===== config.mk =====
export PLATFORM = sky130hd
export DESIGN_NAME = udp_source_filter_pattern_counter_core
export DESIGN_NICKNAME = d
export VERILOG_FILES = /design/src/hw/rtl/usfpc_pkg.sv /design/src/hw/rtl/usfpc_cfg_regs.sv /design/src/hw/rtl/usfpc_parser.sv /design/src/hw/rtl/usfpc_result.sv /design/src/hw/rtl/udp_source_filter_pattern_counter_core.sv
export VERILOG_INCLUDE_DIRS = /design/src /design/src/hw/rtl
export SDC_FILE = /design/constraint.sdc
export NUM_CORES = 1
export LEC_CHECK = 0
export BUFFER_PORTS_ARGS = -buffer_cell sky130_fd_sc_hd__buf_2
export CAP_MARGIN = 20
export CORE_ASPECT_RATIO = 0.7
export CORE_MARGIN = 1.5
export CORE_UTILIZATION = 40
export CTS_BUF_LIST = sky130_fd_sc_hd__clkbuf_2 sky130_fd_sc_hd__clkbuf_4 sky130_fd_sc_hd__clkbuf_8
export CTS_CLUSTER_DIAMETER = 60
export CTS_CLUSTER_SIZE = 8
export DETAILED_ROUTE_END_ITERATION = 12
export PLACE_DENSITY_LB_ADDON = 0.25
export SLEW_MARGIN = 20
export SYNTH_ARGS = -nofsm -noshare
export SYNTH_HDL_FRONTEND = slang
export SYNTH_SLANG_ARGS = --single-unit

===== constraint.sdc =====
create_clock -name aclk -period 15.9 [get_ports aclk]
set_input_delay 3.18 -clock aclk [delete_from_list [all_inputs] [get_ports aclk]]
set_output_delay 3.18 -clock aclk [all_outputs]
set_load 0.02 [all_outputs]

===== src/hw/rtl/assert_macros.svh =====
// ----------------------------------------------------------------------------
// assert_macros.svh
// Assertion shorthands, clocked on aclk and disabled while aresetn is low.
// ----------------------------------------------------------------------------
`ifndef ASSERT_MACROS_SVH
`define ASSERT_MACROS_SVH

// Property holds at every edge.
`define USFPC_ASSERT(lbl, prop, msg) \
    lbl: assert property (@(posedge aclk) disable iff (!aresetn) (prop)) \
        else $error(msg);

// Consequent holds in the cycle after the antecedent.
`define USFPC_ASSERT_NEXT(lbl, ante, cons, msg) \
    lbl: assert property (@(posedge aclk) disable iff (!aresetn) (ante) |=> (cons)) \
        else $error(msg);

`endif


===== src/hw/rtl/usfpc_pkg.sv =====
// ----------------------------------------------------------------------------
// usfpc_pkg
// Shared types, constants and helpers for the UDP source filter core.
// ----------------------------------------------------------------------------
package usfpc_pkg;

    localparam int PATTERN_MAX  = 16;
    localparam int LEN_W        = $clog2(PATTERN_MAX + 1);
    localparam int PATTERN_CFG  = 16;

    localparam logic [15:0] POS_MAX        = 16'hFFFF;
    localparam logic [15:0] POS_ADDR_FIRST = 16'd12;
    localparam logic [15:0] POS_ADDR_LAST  = 16'd15;
    localparam logic [15:0] UDP_HDR_BYTES  = 16'd8;
    localparam logic [15:0] OFS_LEN_HI     = 16'd4;
    localparam logic [15:0] OFS_LEN_LO     = 16'd5;
    localparam logic [15:0] CNT_MAX        = 16'hFFFF;

    typedef enum logic [2:0] {
        REG_MATCH_ADDRESS  = 3'd0,
        REG_MATCH_PORT     = 3'd1,
        REG_PATTERN_HEAD   = 3'd2,
        REG_PATTERN_TAIL   = 3'd3,
        REG_PATTERN_LENGTH = 3'd4,
        REG_SAVE_LIMIT     = 3'd5
    } cfg_reg_t;

    typedef struct packed {
        logic [31:0]                  match_address;
        logic [15:0]                  match_port;
        logic [15:0]                  save_limit;
        logic [PATTERN_MAX-1:0][7:0]  pat_aligned;
        logic [PATTERN_MAX-1:0]       pat_mask;
        logic [LEN_W-1:0]             active_len;
    } cfg_t;

    typedef struct packed {
        logic [15:0] count;
        logic [31:0] address;
        logic [15:0] port;
    } fin_rec_t;

    function automatic logic [7:0] pattern_byte(input logic [63:0] head,
                                                input logic [63:0] tail,
                                                input logic [7:0]  j);
        logic [127:0] pat;
        pat = {tail, head};
        return (j < 8'(PATTERN_CFG)) ? pat[{j[3:0], 3'b000} +: 8] : 8'd0;
    endfunction

endpackage


===== src/hw/rtl/usfpc_cfg_regs.sv =====
// ----------------------------------------------------------------------------
// usfpc_cfg_regs
// Configuration registers and the pattern aligned to the payload window.
// ----------------------------------------------------------------------------
module usfpc_cfg_regs (
    input  logic                aclk,
    input  logic                aresetn,
    input  logic                cfg_valid,
    output logic                cfg_ready,
    input  logic [2:0]          cfg_index,
    input  logic [63:0]         cfg_data,
    output usfpc_pkg::cfg_t     cfg
);
    import usfpc_pkg::*;

    logic [31:0] addr_reg,  addr_next;
    logic [15:0] port_reg,  port_next;
    logic [63:0] head_reg,  head_next;
    logic [63:0] tail_reg,  tail_next;
    logic [4:0]  len_reg,   len_next;
    logic [15:0] limit_reg, limit_next;
    logic [7:0]  len_clamped;

    assign cfg_ready = 1'b1;

    always_comb begin
        addr_next  = addr_reg;
        port_next  = port_reg;
        head_next  = head_reg;
        tail_next  = tail_reg;
        len_next   = len_reg;
        limit_next = limit_reg;
        if (cfg_valid && cfg_ready) begin
            unique case (cfg_reg_t'(cfg_index))
                REG_MATCH_ADDRESS:  addr_next  = cfg_data[31:0];
                REG_MATCH_PORT:     port_next  = cfg_data[15:0];
                REG_PATTERN_HEAD:   head_next  = cfg_data;
                REG_PATTERN_TAIL:   tail_next  = cfg_data;
                REG_PATTERN_LENGTH: len_next   = cfg_data[4:0];
                REG_SAVE_LIMIT:     limit_next = cfg_data[15:0];
                default: ;
            endcase
        end
    end

    always_ff @(posedge aclk) begin
        if (!aresetn) begin
            addr_reg  <= '0;
            port_reg  <= '0;
            head_reg  <= '0;
            tail_reg  <= '0;
            len_reg   <= 5'd1;
            limit_reg <= '0;
        end else begin
            addr_reg  <= addr_next;
            port_reg  <= port_next;
            head_reg  <= head_next;
            tail_reg  <= tail_next;
            len_reg   <= len_next;
            limit_reg <= limit_next;
        end
    end

    // pattern byte i sits at window slot PATTERN_MAX - len + i
    always_comb begin
        len_clamped = {3'd0, len_reg};
        if (len_clamped == 8'd0) begin
            len_clamped = 8'd1;
        end else if (len_clamped > 8'(PATTERN_MAX)) begin
            len_clamped = 8'(PATTERN_MAX);
        end
        cfg.match_address = addr_reg;
        cfg.match_port    = port_reg;
        cfg.save_limit    = limit_reg;
        cfg.active_len    = LEN_W'(len_clamped);
        for (int k = 0; k < PATTERN_MAX; k++) begin
            if (8'(k) + len_clamped >= 8'(PATTERN_MAX)) begin
                cfg.pat_mask[k]    = 1'b1;
                cfg.pat_aligned[k] = pattern_byte(head_reg, tail_reg,
                                         8'(k) + len_clamped - 8'(PATTERN_MAX));
            end else begin
                cfg.pat_mask[k]    = 1'b0;
                cfg.pat_aligned[k] = 8'd0;
            end
        end
    end

endmodule


===== src/hw/rtl/usfpc_parser.sv =====
// ----------------------------------------------------------------------------
// usfpc_parser
// Input register and per-byte header parse, payload window and match count.
// ----------------------------------------------------------------------------
`include "assert_macros.svh"

module usfpc_parser (
    input  logic                aclk,
    input  logic                aresetn,
    input  usfpc_pkg::cfg_t     cfg,
    input  logic                s_valid,
    output logic                s_ready,
    input  logic [7:0]          s_packet_byte,
    input  logic                s_end_of_packet,
    output logic                fin_push,
    output usfpc_pkg::fin_rec_t fin_rec,
    input  logic                fin_ready
);
    import usfpc_pkg::*;

    logic                         in_valid_reg, in_valid_next;
    logic [7:0]                   in_byte_reg;
    logic                         in_last_reg;
    logic [15:0]                  pos_reg,   pos_next;
    logic [5:0]                   hdr_reg,   hdr_next;
    logic [31:0]                  addr_reg,  addr_next;
    logic [15:0]                  port_reg,  port_next;
    logic [15:0]                  ulen_reg,  ulen_next;
    logic [PATTERN_MAX-1:0][7:0]  win_reg,   win_next;
    logic [LEN_W-1:0]             seen_reg,  seen_next;
    logic [15:0]                  count_reg, count_next;

    logic                         in_go;
    logic                         take;
    logic [5:0]                   hdr_cur;
    logic [15:0]                  h16;
    logic [31:0]                  addr_upd;
    logic [15:0]                  port_upd;
    logic [15:0]                  ulen_upd;
    logic [15:0]                  plen;
    logic                         in_payload;
    logic [PATTERN_MAX-1:0][7:0]  win_upd;
    logic [LEN_W-1:0]             seen_upd;
    logic [PATTERN_MAX-1:0]       slot_ok;
    logic                         hit;
    logic [15:0]                  count_upd;

    assign in_go   = in_valid_reg && (!in_last_reg || fin_ready);
    assign s_ready = !in_valid_reg || in_go;

    always_comb begin
        in_valid_next = in_valid_reg;
        if (s_valid && s_ready) begin
            in_valid_next = 1'b1;
        end else if (in_go) begin
            in_valid_next = 1'b0;
        end
    end

    always_ff @(posedge aclk) begin
        if (!aresetn) begin
            in_valid_reg <= 1'b0;
        end else begin
            in_valid_reg <= in_valid_next;
        end
    end

    always_ff @(posedge aclk) begin
        if (s_valid && s_ready) begin
            in_byte_reg <= s_packet_byte;
            in_last_reg <= s_end_of_packet;
        end
    end

    always_comb begin
        take     = in_go && (pos_reg != POS_MAX);
        hdr_cur  = (pos_reg == 16'd0) ? {in_byte_reg[3:0], 2'b00} : hdr_reg;
        h16      = {10'd0, hdr_cur};

        addr_upd = addr_reg;
        if (pos_reg >= POS_ADDR_FIRST && pos_reg <= POS_ADDR_LAST) begin
            case (pos_reg[1:0])
                2'd0:    addr_upd[31:24] = in_byte_reg;
                2'd1:    addr_upd[23:16] = in_byte_reg;
                2'd2:    addr_upd[15:8]  = in_byte_reg;
                default: addr_upd[7:0]   = in_byte_reg;
            endcase
        end

        port_upd = port_reg;
        if (pos_reg == h16) begin
            port_upd[15:8] = in_byte_reg;
        end
        if (pos_reg == h16 + 16'd1) begin
            port_upd[7:0] = in_byte_reg;
        end

        ulen_upd = ulen_reg;
        if (pos_reg == h16 + OFS_LEN_HI) begin
            ulen_upd[15:8] = in_byte_reg;
        end
        if (pos_reg == h16 + OFS_LEN_LO) begin
            ulen_upd[7:0] = in_byte_reg;
        end

        plen       = (ulen_upd >= UDP_HDR_BYTES) ? ulen_upd - UDP_HDR_BYTES : 16'd0;
        in_payload = (pos_reg >= h16 + UDP_HDR_BYTES)
                     && (pos_reg - (h16 + UDP_HDR_BYTES) < plen);

        for (int k = 0; k < PATTERN_MAX - 1; k++) begin
            win_upd[k] = win_reg[k + 1];
        end
        win_upd[PATTERN_MAX-1] = in_byte_reg;
        seen_upd = (seen_reg < LEN_W'(PATTERN_MAX)) ? seen_reg + 1'b1 : seen_reg;

        for (int k = 0; k < PATTERN_MAX; k++) begin
            slot_ok[k] = !cfg.pat_mask[k] || (win_upd[k] == cfg.pat_aligned[k]);
        end
        hit       = (&slot_ok) && (seen_upd >= cfg.active_len);
        count_upd = (hit && count_reg != CNT_MAX) ? count_reg + 16'd1 : count_reg;
    end

    always_comb begin
        pos_next   = pos_reg;
        hdr_next   = hdr_reg;
        addr_next  = addr_reg;
        port_next  = port_reg;
        ulen_next  = ulen_reg;
        win_next   = win_reg;
        seen_next  = seen_reg;
        count_next = count_reg;
        if (take) begin
            pos_next  = pos_reg + 16'd1;
            hdr_next  = hdr_cur;
            addr_next = addr_upd;
            port_next = port_upd;
            ulen_next = ulen_upd;
            if (in_payload) begin
                win_next   = win_upd;
                seen_next  = seen_upd;
                count_next = count_upd;
            end
        end

        fin_push      = in_go && in_last_reg;
        fin_rec.count   = count_next;
        fin_rec.address = addr_next;
        fin_rec.port    = port_next;

        if (fin_push) begin
            pos_next   = '0;
            hdr_next   = '0;
            addr_next  = '0;
            port_next  = '0;
            ulen_next  = '0;
            seen_next  = '0;
            count_next = '0;
        end
    end

    always_ff @(posedge aclk) begin
        if (!aresetn) begin
            pos_reg   <= '0;
            hdr_reg   <= '0;
            addr_reg  <= '0;
            port_reg  <= '0;
            ulen_reg  <= '0;
            seen_reg  <= '0;
            count_reg <= '0;
        end else begin
            pos_reg   <= pos_next;
            hdr_reg   <= hdr_next;
            addr_reg  <= addr_next;
            port_reg  <= port_next;
            ulen_reg  <= ulen_next;
            seen_reg  <= seen_next;
            count_reg <= count_next;
        end
    end

    always_ff @(posedge aclk) begin
        win_reg <= win_next;
    end

    `USFPC_ASSERT(a_push_has_room, !fin_push || fin_ready,
                  "finish item pushed with no room")
    `USFPC_ASSERT_NEXT(a_count_only_in_payload, in_go && !in_payload && !in_last_reg,
                       $stable(count_reg) && $stable(seen_reg),
                       "match count moved outside the payload")

endmodule


===== src/hw/rtl/usfpc_result.sv =====
// ----------------------------------------------------------------------------
// usfpc_result
// Rule compare, save accounting and the result output register.
// ----------------------------------------------------------------------------
`include "assert_macros.svh"

module usfpc_result (
    input  logic                aclk,
    input  logic                aresetn,
    input  usfpc_pkg::cfg_t     cfg,
    input  logic                fin_push,
    input  usfpc_pkg::fin_rec_t fin_rec,
    output logic                fin_ready,
    output logic                m_valid,
    input  logic                m_ready,
    output logic [15:0]         m_appearances,
    output logic                m_rule_hit,
    output logic                m_saved,
    output logic [15:0]         m_saved_index,
    output logic                m_limit_reached
);
    import usfpc_pkg::*;

    logic            fin_valid_reg, fin_valid_next;
    fin_rec_t        fin_reg;
    logic            out_valid_reg, out_valid_next;
    logic [15:0]     app_reg, idx_reg;
    logic            hit_reg, saved_reg, lim_reg;
    logic [15:0]     saved_cnt_reg, saved_cnt_next;

    logic            out_move;
    logic            fin_xfer;
    logic            rule_hit;
    logic [15:0]     appearances;
    logic            saved;

    assign out_move  = !out_valid_reg || m_ready;
    assign fin_ready = !fin_valid_reg || out_move;
    assign fin_xfer  = fin_valid_reg && out_move;

    always_comb begin
        rule_hit    = (fin_reg.address == cfg.match_address)
                      && (fin_reg.port == cfg.match_port);
        appearances = rule_hit ? fin_reg.count : 16'd0;
        saved       = (appearances != 16'd0) && (saved_cnt_reg < cfg.save_limit);

        saved_cnt_next = saved_cnt_reg;
        if (fin_xfer && saved) begin
            saved_cnt_next = saved_cnt_reg + 16'd1;
        end

        fin_valid_next = fin_valid_reg;
        if (fin_push) begin
            fin_valid_next = 1'b1;
        end else if (fin_xfer) begin
            fin_valid_next = 1'b0;
        end

        out_valid_next = out_valid_reg;
        if (fin_xfer) begin
            out_valid_next = 1'b1;
        end else if (m_ready) begin
            out_valid_next = 1'b0;
        end
    end

    always_ff @(posedge aclk) begin
        if (!aresetn) begin
            fin_valid_reg <= 1'b0;
            out_valid_reg <= 1'b0;
            saved_cnt_reg <= '0;
        end else begin
            fin_valid_reg <= fin_valid_next;
            out_valid_reg <= out_valid_next;
            saved_cnt_reg <= saved_cnt_next;
        end
    end

    always_ff @(posedge aclk) begin
        if (fin_push) begin
            fin_reg <= fin_rec;
        end
        if (fin_xfer) begin
            app_reg   <= appearances;
            hit_reg   <= rule_hit;
            saved_reg <= saved;
            idx_reg   <= saved ? saved_cnt_reg : 16'd0;
            lim_reg   <= saved_cnt_next >= cfg.save_limit;
        end
    end

    assign m_valid         = out_valid_reg;
    assign m_appearances   = app_reg;
    assign m_rule_hit      = hit_reg;
    assign m_saved         = saved_reg;
    assign m_saved_index   = idx_reg;
    assign m_limit_reached = lim_reg;

    `USFPC_ASSERT(a_saved_needs_hit,
                  !(m_valid && m_saved) || (m_rule_hit && m_appearances != 16'd0),
                  "saved item without a rule hit or occurrences")
    `USFPC_ASSERT(a_saved_index_below_count,
                  !(m_valid && m_saved) || (m_saved_index < saved_cnt_reg),
                  "saved slot not below the saved count")
    `USFPC_ASSERT_NEXT(a_count_holds, !(fin_xfer && saved), $stable(saved_cnt_reg),
                       "saved count moved without a saved item")

endmodule


===== src/hw/rtl/udp_source_filter_pattern_counter_core.sv =====
// ----------------------------------------------------------------------------
// udp_source_filter_pattern_counter_core
// IPv4/UDP source filter that counts pattern occurrences in the UDP payload.
// ----------------------------------------------------------------------------
// One packet byte is taken per cycle, back to back, including across packet
// boundaries; the rate rests on the combinational parse and window compare
// in the parser, which can update its header fields, 16-byte payload window
// and occurrence count on any byte. The last byte of a packet yields one
// result; m_valid rises once that byte has passed the input register, the
// finish register and the output register. Bytes keep flowing while a
// result waits on m_ready; a last byte stalls the input only while both
// result stages are full. Configuration writes are taken every cycle and
// must be made while no packet is in flight.
module udp_source_filter_pattern_counter_core (
    input  logic        aclk,
    input  logic        aresetn,
    input  logic        cfg_valid,
    output logic        cfg_ready,
    input  logic [2:0]  cfg_index,
    input  logic [63:0] cfg_data,
    input  logic        s_valid,
    output logic        s_ready,
    input  logic [7:0]  s_packet_byte,
    input  logic        s_end_of_packet,
    output logic        m_valid,
    input  logic        m_ready,
    output logic [15:0] m_appearances,
    output logic        m_rule_hit,
    output logic        m_saved,
    output logic [15:0] m_saved_index,
    output logic        m_limit_reached
);
    import usfpc_pkg::*;

    cfg_t     cfg;
    logic     fin_push;
    fin_rec_t fin_rec;
    logic     fin_ready;

    usfpc_cfg_regs u_cfg (
        .aclk      (aclk),
        .aresetn   (aresetn),
        .cfg_valid (cfg_valid),
        .cfg_ready (cfg_ready),
        .cfg_index (cfg_index),
        .cfg_data  (cfg_data),
        .cfg       (cfg)
    );

    usfpc_parser u_parser (
        .aclk            (aclk),
        .aresetn         (aresetn),
        .cfg             (cfg),
        .s_valid         (s_valid),
        .s_ready         (s_ready),
        .s_packet_byte   (s_packet_byte),
        .s_end_of_packet (s_end_of_packet),
        .fin_push        (fin_push),
        .fin_rec         (fin_rec),
        .fin_ready       (fin_ready)
    );

    usfpc_result u_result (
        .aclk            (aclk),
        .aresetn         (aresetn),
        .cfg             (cfg),
        .fin_push        (fin_push),
        .fin_rec         (fin_rec),
        .fin_ready       (fin_ready),
        .m_valid         (m_valid),
        .m_ready         (m_ready),
        .m_appearances   (m_appearances),
        .m_rule_hit      (m_rule_hit),
        .m_saved         (m_saved),
        .m_saved_index   (m_saved_index),
        .m_limit_reached (m_limit_reached)
    );

endmodule


## Word level (Yosys, flattened, before mapping)

Cells that the tools add are included.

| storage, ports and cells | value |
|---|---|
| register bits after elaboration | 551 |
| bits of input ports | 81 |
| output and inout bits | 38 |
| word-level logic and storage cells | 318 |

| operators by class | value |
|---|---|
| add/subtract/negate cells | 41 |
| $lt $le $gt $ge | 42 |
| equal/unequal tests | 31 |
| shifts and indexed selects | 16 |
| muxes and demuxes | 75 |
| bitwise gates (word level) | 1 |
| reduce and logical (&&, ||, !) cells | 70 |

Operators with widths:

| operator | number |
|---|---|
| variable part select 128 x 8 -> 8 bit | 16 |
| 2-to-1 mux 8 bit | 41 |
| == test 8 bit | 16 |
| greater-or-equal comparator 8 x 5 -> 1 bit, second input constant | 16 |
| < comparator 8 x 5 -> 1 bit, second input constant | 16 |
| subtractor 8 x 5 -> 8 bit, second input constant | 16 |
| 2-to-1 mux 16 bit | 7 |
| adder 4 x 8 -> 8 bit, first input constant | 8 |
| == test 16 bit | 4 |
| 2-to-1 mux 32 bit | 2 |
| adder 16 x 1 -> 16 bit, second input constant | 3 |
| adder 3 x 8 -> 8 bit, first input constant | 4 |
| == test 32 bit | 1 |
| greater-or-equal comparator 16 bit | 2 |
| greater-or-equal comparator 16 x 4 -> 1 bit, second input constant | 2 |
| < comparator 16 bit | 2 |
| != test 16 bit, second input constant | 2 |
| 2-to-1 mux 1 bit | 22 |
| logical NOT 1 bit | 20 |
| logical OR 1 bit | 20 |
| adder 2 x 8 -> 8 bit, first input constant | 2 |
| == test 16 x 6 -> 1 bit | 1 |
| less-or-equal comparator 16 x 4 -> 1 bit, second input constant | 1 |
| logical NOT 16 bit | 1 |
| 28 further kinds | 51 |

## Longest topological paths before layout

| logic depth | value |
|---|---|
| depth in word-level cells | 16 |
| mapped depth | 34 |
| mapped depth without buffers | 32 |

## Modules after synthesis

From an unflattened synthesis, not the netlist that was laid out.

| second synthesis, totals | value |
|---|---|
| cells, all modules | 3399 |
| area, all modules | 32023.2 µm² |

Modules (own cells, without submodules):

| module | instances | cells each | area each (µm²) | sequential area each (µm²) |
|---|---|---|---|---|
| usfpc_cfg_regs | 1 | 1787 | 13805.7 | 3943.8 |
| usfpc_parser | 1 | 1193 | 12680.9 | 6035.8 |
| usfpc_result | 1 | 419 | 5536.6 | 3333.2 |

## Worst setup path after synthesis

No wires, ideal clock.

| timing path | value |
|---|---|
| path kind | register -> register |
| start | register u_parser.pos_reg[1] |
| end | register u_result.fin_reg[56] in the netlist's numbering, data pin |
| arrival time | 8.728 ns |
| required time | 15.640 ns |
| setup slack | 6.911 ns |
| stages on the path, launching flop included | 30 |
| path buffers | 3 |
| clock period less this slack | 8.989 ns |
| cell sequence | dfxtp_1 -> inv_1 -> ha_1 -> or4b_2 -> nor4_4 -> buf_4 -> mux2_2 -> ha_1 -> and3_1 -> or4_1 -> a2111oi_2 -> o2111ai_2 -> mux2i_1 -> a211o_1 -> or3_1 -> clkbuf_1 -> nand2_1 -> ha_1 -> a21o_1 -> a21o_1 -> a21oi_1 -> o21a_1 -> nor3_1 -> or4_1 -> and2_1 -> buf_2 -> inv_2 -> and4_1 -> and3_1 -> xor2_1 |

RTL lines:

| item | RTL line | source |
|---|---|---|
| start, declared | usfpc_parser.sv:24 | `logic [15:0] pos_reg, pos_next;` |
| start signal, assigned | usfpc_parser.sv:171 | `pos_reg <= pos_next;` |
| end signal, assigned | usfpc_result.sv:81 | `fin_reg <= fin_rec;` |
| end, declared | usfpc_result.sv:25 | `fin_rec_t fin_reg;` |

## Final worst setup path

| timing path | value |
|---|---|
| start | register u_parser.pos_reg[1] |
| end | register u_parser.win_reg[22] in the netlist's numbering (enable) |

| between the ends | value |
|---|---|
| longest elaborated chain between the ends | 10 |
| elaborated cells on any way between the ends | 19 |
| classes of those cells | add/sub: 5; order compare: 3; eq/ne: 3; mux: 4; reduce/logical: 4 |

RTL lines:

| item | RTL line | source |
|---|---|---|
| logical NOT 16 bit (*) | usfpc_parser.sv:77 | `hdr_cur = (pos_reg == 16'd0) ? {in_byte_reg[3:0], 2'b00} : hdr_reg;` |
| 2-to-1 mux 6 bit (*) | usfpc_parser.sv:77 |  |
| via u_parser.hdr_cur[2] | usfpc_parser.sv:35 | `logic [5:0] hdr_cur;` |
| adder 6 x 3 -> 7 bit (on tied branches) | usfpc_parser.sv:102, usfpc_parser.sv:99 |  |
| == test 16 bit (on tied branches) | usfpc_parser.sv:102, usfpc_parser.sv:99 |  |
| 2-to-1 mux 8 bit (on tied branches) | usfpc_parser.sv:102, usfpc_parser.sv:99 |  |
| subtractor 16 x 4 -> 16 bit or greater-or-equal comparator 16 x 4 -> 1 bit (tied branches) | usfpc_parser.sv:106 | `plen = (ulen_upd >= UDP_HDR_BYTES) ? ulen_upd - UDP_HDR_BYTES : 16'd0;` |
| 2-to-1 mux 16 bit | usfpc_parser.sv:106 |  |
| < comparator 16 bit | usfpc_parser.sv:108 | `&& (pos_reg - (h16 + UDP_HDR_BYTES) < plen);` |
| logical AND 1 bit (*) | usfpc_parser.sv:108 |  |
| AND reduction 2 bit (no line) (*) | n/a |  |
| end signal, assigned | usfpc_parser.sv:182 | `win_reg <= win_next;` |
| end, declared | usfpc_parser.sv:29 | `logic [PATTERN_MAX-1:0][7:0] win_reg, win_next;` |

The timed path passes the listed nets; every way through them passes the cells marked *.
A chain may end at the register's enable or synchronous reset.

==> results_dict.tcl <==
set metrics [dict create \
    rows 89 \
    coreArea_sq_um 84100 \
    hold_viol 0 \
    layout.nets 3703 \
    synth_seq_cells 551 \
    timing.setup.tns_ps 0 \
    worst_pin_slew_ps 1210 \
    fin_worst_hold_slack_ps 466 \
    via_per_inst 6.09 \
    largest_register_ffs 120 \
    end_kind "register" \
    synthMuxAreaShare_pct 15.0 \
    yosys.area_share.simple_pct 16.6 \
    crit_arrival_ps 10290 \
    critPathLaunch "u_parser.pos_reg[1]" \
    die_x_microns 351 \
    ctsRootBufferMaster "clkbuf_8" \
    synth_edf_count 228 \
    synth.distinct_cells 91 \
    firstDrtPassIters 7 \
    synth_compound_area_share_pct 15.3 \
    cts.clk_slew.worst_paths_ps 70 \
    initial_core_util_pct 40.3 \
    worstHoldStart "u_cfg.limit_reg[12]" \
    via_count 28810 \
    portBuffers 117 \
    grt_remaining_overflow 0 \
    clock_skew_ps 45.5 \
    r2r-start "u_parser.pos_reg[1]" \
    worstSkewPairLatency_ps 730 \
    async_flop_share_pct 0 \
    cts_tree "built" \
    cts_buffers 81 \
    slew_headroom_pct 18.7 \
    finalCriticalPeriod_ps 9960 \
    track_usage_pct 29.8 \
    cts_hold_buf 0 \
    report.power.total_mw 3.05 \
    cts_resized 0 \
    post-route-period-util_pct 62.6 \
    path_max_fanout 90 \
    wirelength_mm 130 \
    initialDrtViolationCount 3769 \
    setup_viol 0 \
    htree_levels 3 \
    synth_ff_type "dfxtp_1" \
    cap_violations 0 \
    syn_nets 3666 \
    crit_type "reg2reg" \
    wl_per_cell_microns 27.6 \
    dieArea_sq_um 86400 \
    clockBufferDepth 3 \
    layout_commonest_cell "nand2_1" \
    grt_max_degree 93 \
    post_cts_buffers 0 \
    grt_first_pass_wirelength_mm 187 \
    drive_above_1_share_pct 15.8 \
    cp_data_required_time_ps 16230 \
    hold_class "reg2reg" \
    dpl_cell_area_sq_um 35500 \
    final_area_sq_um 37100 \
    io_pins 119 \
    rsz0062_at_grt "false" \
    synth_xor_area_share_pct 6.06 \
    setup.worst_path.start_class "register" \
    grt_pass1_vias 25887 \
    antenna_found_initial 10 \
    ys_seq_area_share_pct 39.3 \
    die-height_microns 246 \
    gp_congestion 1.08 \
    syn-cell-area_sq_um 33800 \
    synthAdderAreaFrac_pct 3.05 \
    max_freq_mhz 100 \
    slew_viol_final 0 \
    dp_hpwl_mm 96.4 \
    outcome "finished, final reports clean" \
    mostFrequentLayoutCells "nand2_1, dfxtp_1, edfxtp_1" \
    synth_top_family_by_area "simple AND/OR/NAND/NOR gates" \
    yosysWarnings 0 \
    drc 0 \
    power-per-cell-area_nw_per_um2 82.2 \
    avgSynthCellArea_sq_um 9.66 \
    irDropWorstVdd_v 0.0000679 \
    cts_sinks 551 \
    p_leak_nw 13.5 \
    syn_inst 3503 \
    ant_nets 0 \
    area_delta_synth_final_pct 9.60 \
]
## worst max-delay path, stage by stage, from the launching register on
cell and delay (ps):
dfxtp_1 380, inv_1 200, ha_1 230, or4b_2 680, nor4_4 830, mux2i_1 610, inv_1 130, ha_1 330
a21oi_1 270, or4b_2 640, o211ai_1 130, nand3_1 450, mux2i_1 370, ha_1 290, nand3_1 290, nor2_1 220
xnor2_1 90, mux2i_1 150, nand2_1 70, ha_1 310, a21o_1 180, a21o_1 170, a21oi_1 140, o21ai_0 110
or4_1 570, and2_1 440, inv_4 470, buf_6 660
## worst paths after layout
| path | endpoint | slack (ps) | depth (start not counted) |
|---|---|---|---|
| max | u_parser.win_reg[22] | 5940 | 27 |
| min | u_cfg.limit_reg[12] | 470 | 2 |
| max reg2reg | u_parser.win_reg[22] | 5940 | 27 |
| min reg2reg | u_cfg.limit_reg[12] | 470 | 2 |
## Yosys cell counts (18+ instances only)
| cell | n | area, sq um |
|---|---|---|
| edfxtp_1 | 228 | 6850 |
| nor3_1 | 53 | 265 |
| o211ai_1 | 20 | 150 |
| o32ai_1 | 20 | 175 |
| a211oi_1 | 18 | 135 |
| a21oi_1 | 84 | 420 |
| or3_1 | 19 | 119 |
| and3_1 | 26 | 163 |
| buf_2 | 27 | 135 |
| nand2b_1 | 43 | 269 |
| mux4_2 | 99 | 2230 |
| o221ai_1 | 37 | 324 |
| clkbuf_1 | 173 | 649 |
| nand2_1 | 520 | 1950 |
| xnor2_1 | 93 | 815 |
| inv_1 | 158 | 593 |
| a22oi_1 | 31 | 233 |
| a21boi_0 | 200 | 1500 |
| nand3_1 | 56 | 280 |
| o22ai_1 | 53 | 332 |
| nor4_1 | 48 | 300 |
| nand4_1 | 34 | 213 |
| nor2_1 | 140 | 526 |
| mux2i_1 | 200 | 2000 |
| o21ai_0 | 80 | 400 |
| dfxtp_1 | 323 | 6470 |
| a21o_1 | 33 | 248 |
| nor2b_1 | 39 | 244 |
| ha_1 | 81 | 1010 |
| xor2_1 | 141 | 1230 |
| and2_1 | 103 | 644 |
| mux2_2 | 76 | 856 |
## logic make-up (layout without fill, tap and decap cells)
logic type,after synthesis,in the layout
buffers and inverters,388,477
AOI/OAI and AO/OA,719,719
and+or+nand+nor,1153,1153
DFF,551,551
adders and majority gates,82,82
other,1,4
muxes,375,375
xor gates and xnor gates,234,234
## per-layer routing
metal / track usage [%] / routed length [microns] / vias up
met5: 1.19 / 214 / -
met4: 7.26 / 3340 / 12
met3: 13.9 / 19400 / 244
met2: 35.4 / 45900 / 1608
met1: 46.0 / 61500 / 14144
li1: - / - / 12802
## metrics by stage
step | setup WS (ps) | std cells | util, %
finish | 5940 | 4732 | 44.1
global route | 5310 | 4732 | 44.1
CTS | 5780 | 4729 | 44.1
detailed placement | 5840 | 4594 | 42.2
global placement | 6080 | 4594 | 42.2
floorplan | 6910 | 3503 | -
## cell type report
type / instances / area, sq um
Clock inverter: 11 / 106
Timing Repair Buffer: 179 / 1060
Sequential cell: 551 / 13300
Tap cell: 1137 / 1420
Fill cell: 8247 / 47000
Multi-Input combinational cell: 2564 / 19100
Clock buffer: 124 / 1450
Antenna cell: 3 / 7.51
Inverter: 163 / 619
## power by group
part	internal [mW]	switching [mW]
logic	0.126	0.243
clock network	0.583	0.580
registers	1.49	0.0283
(Power assumes the default switching activity.)
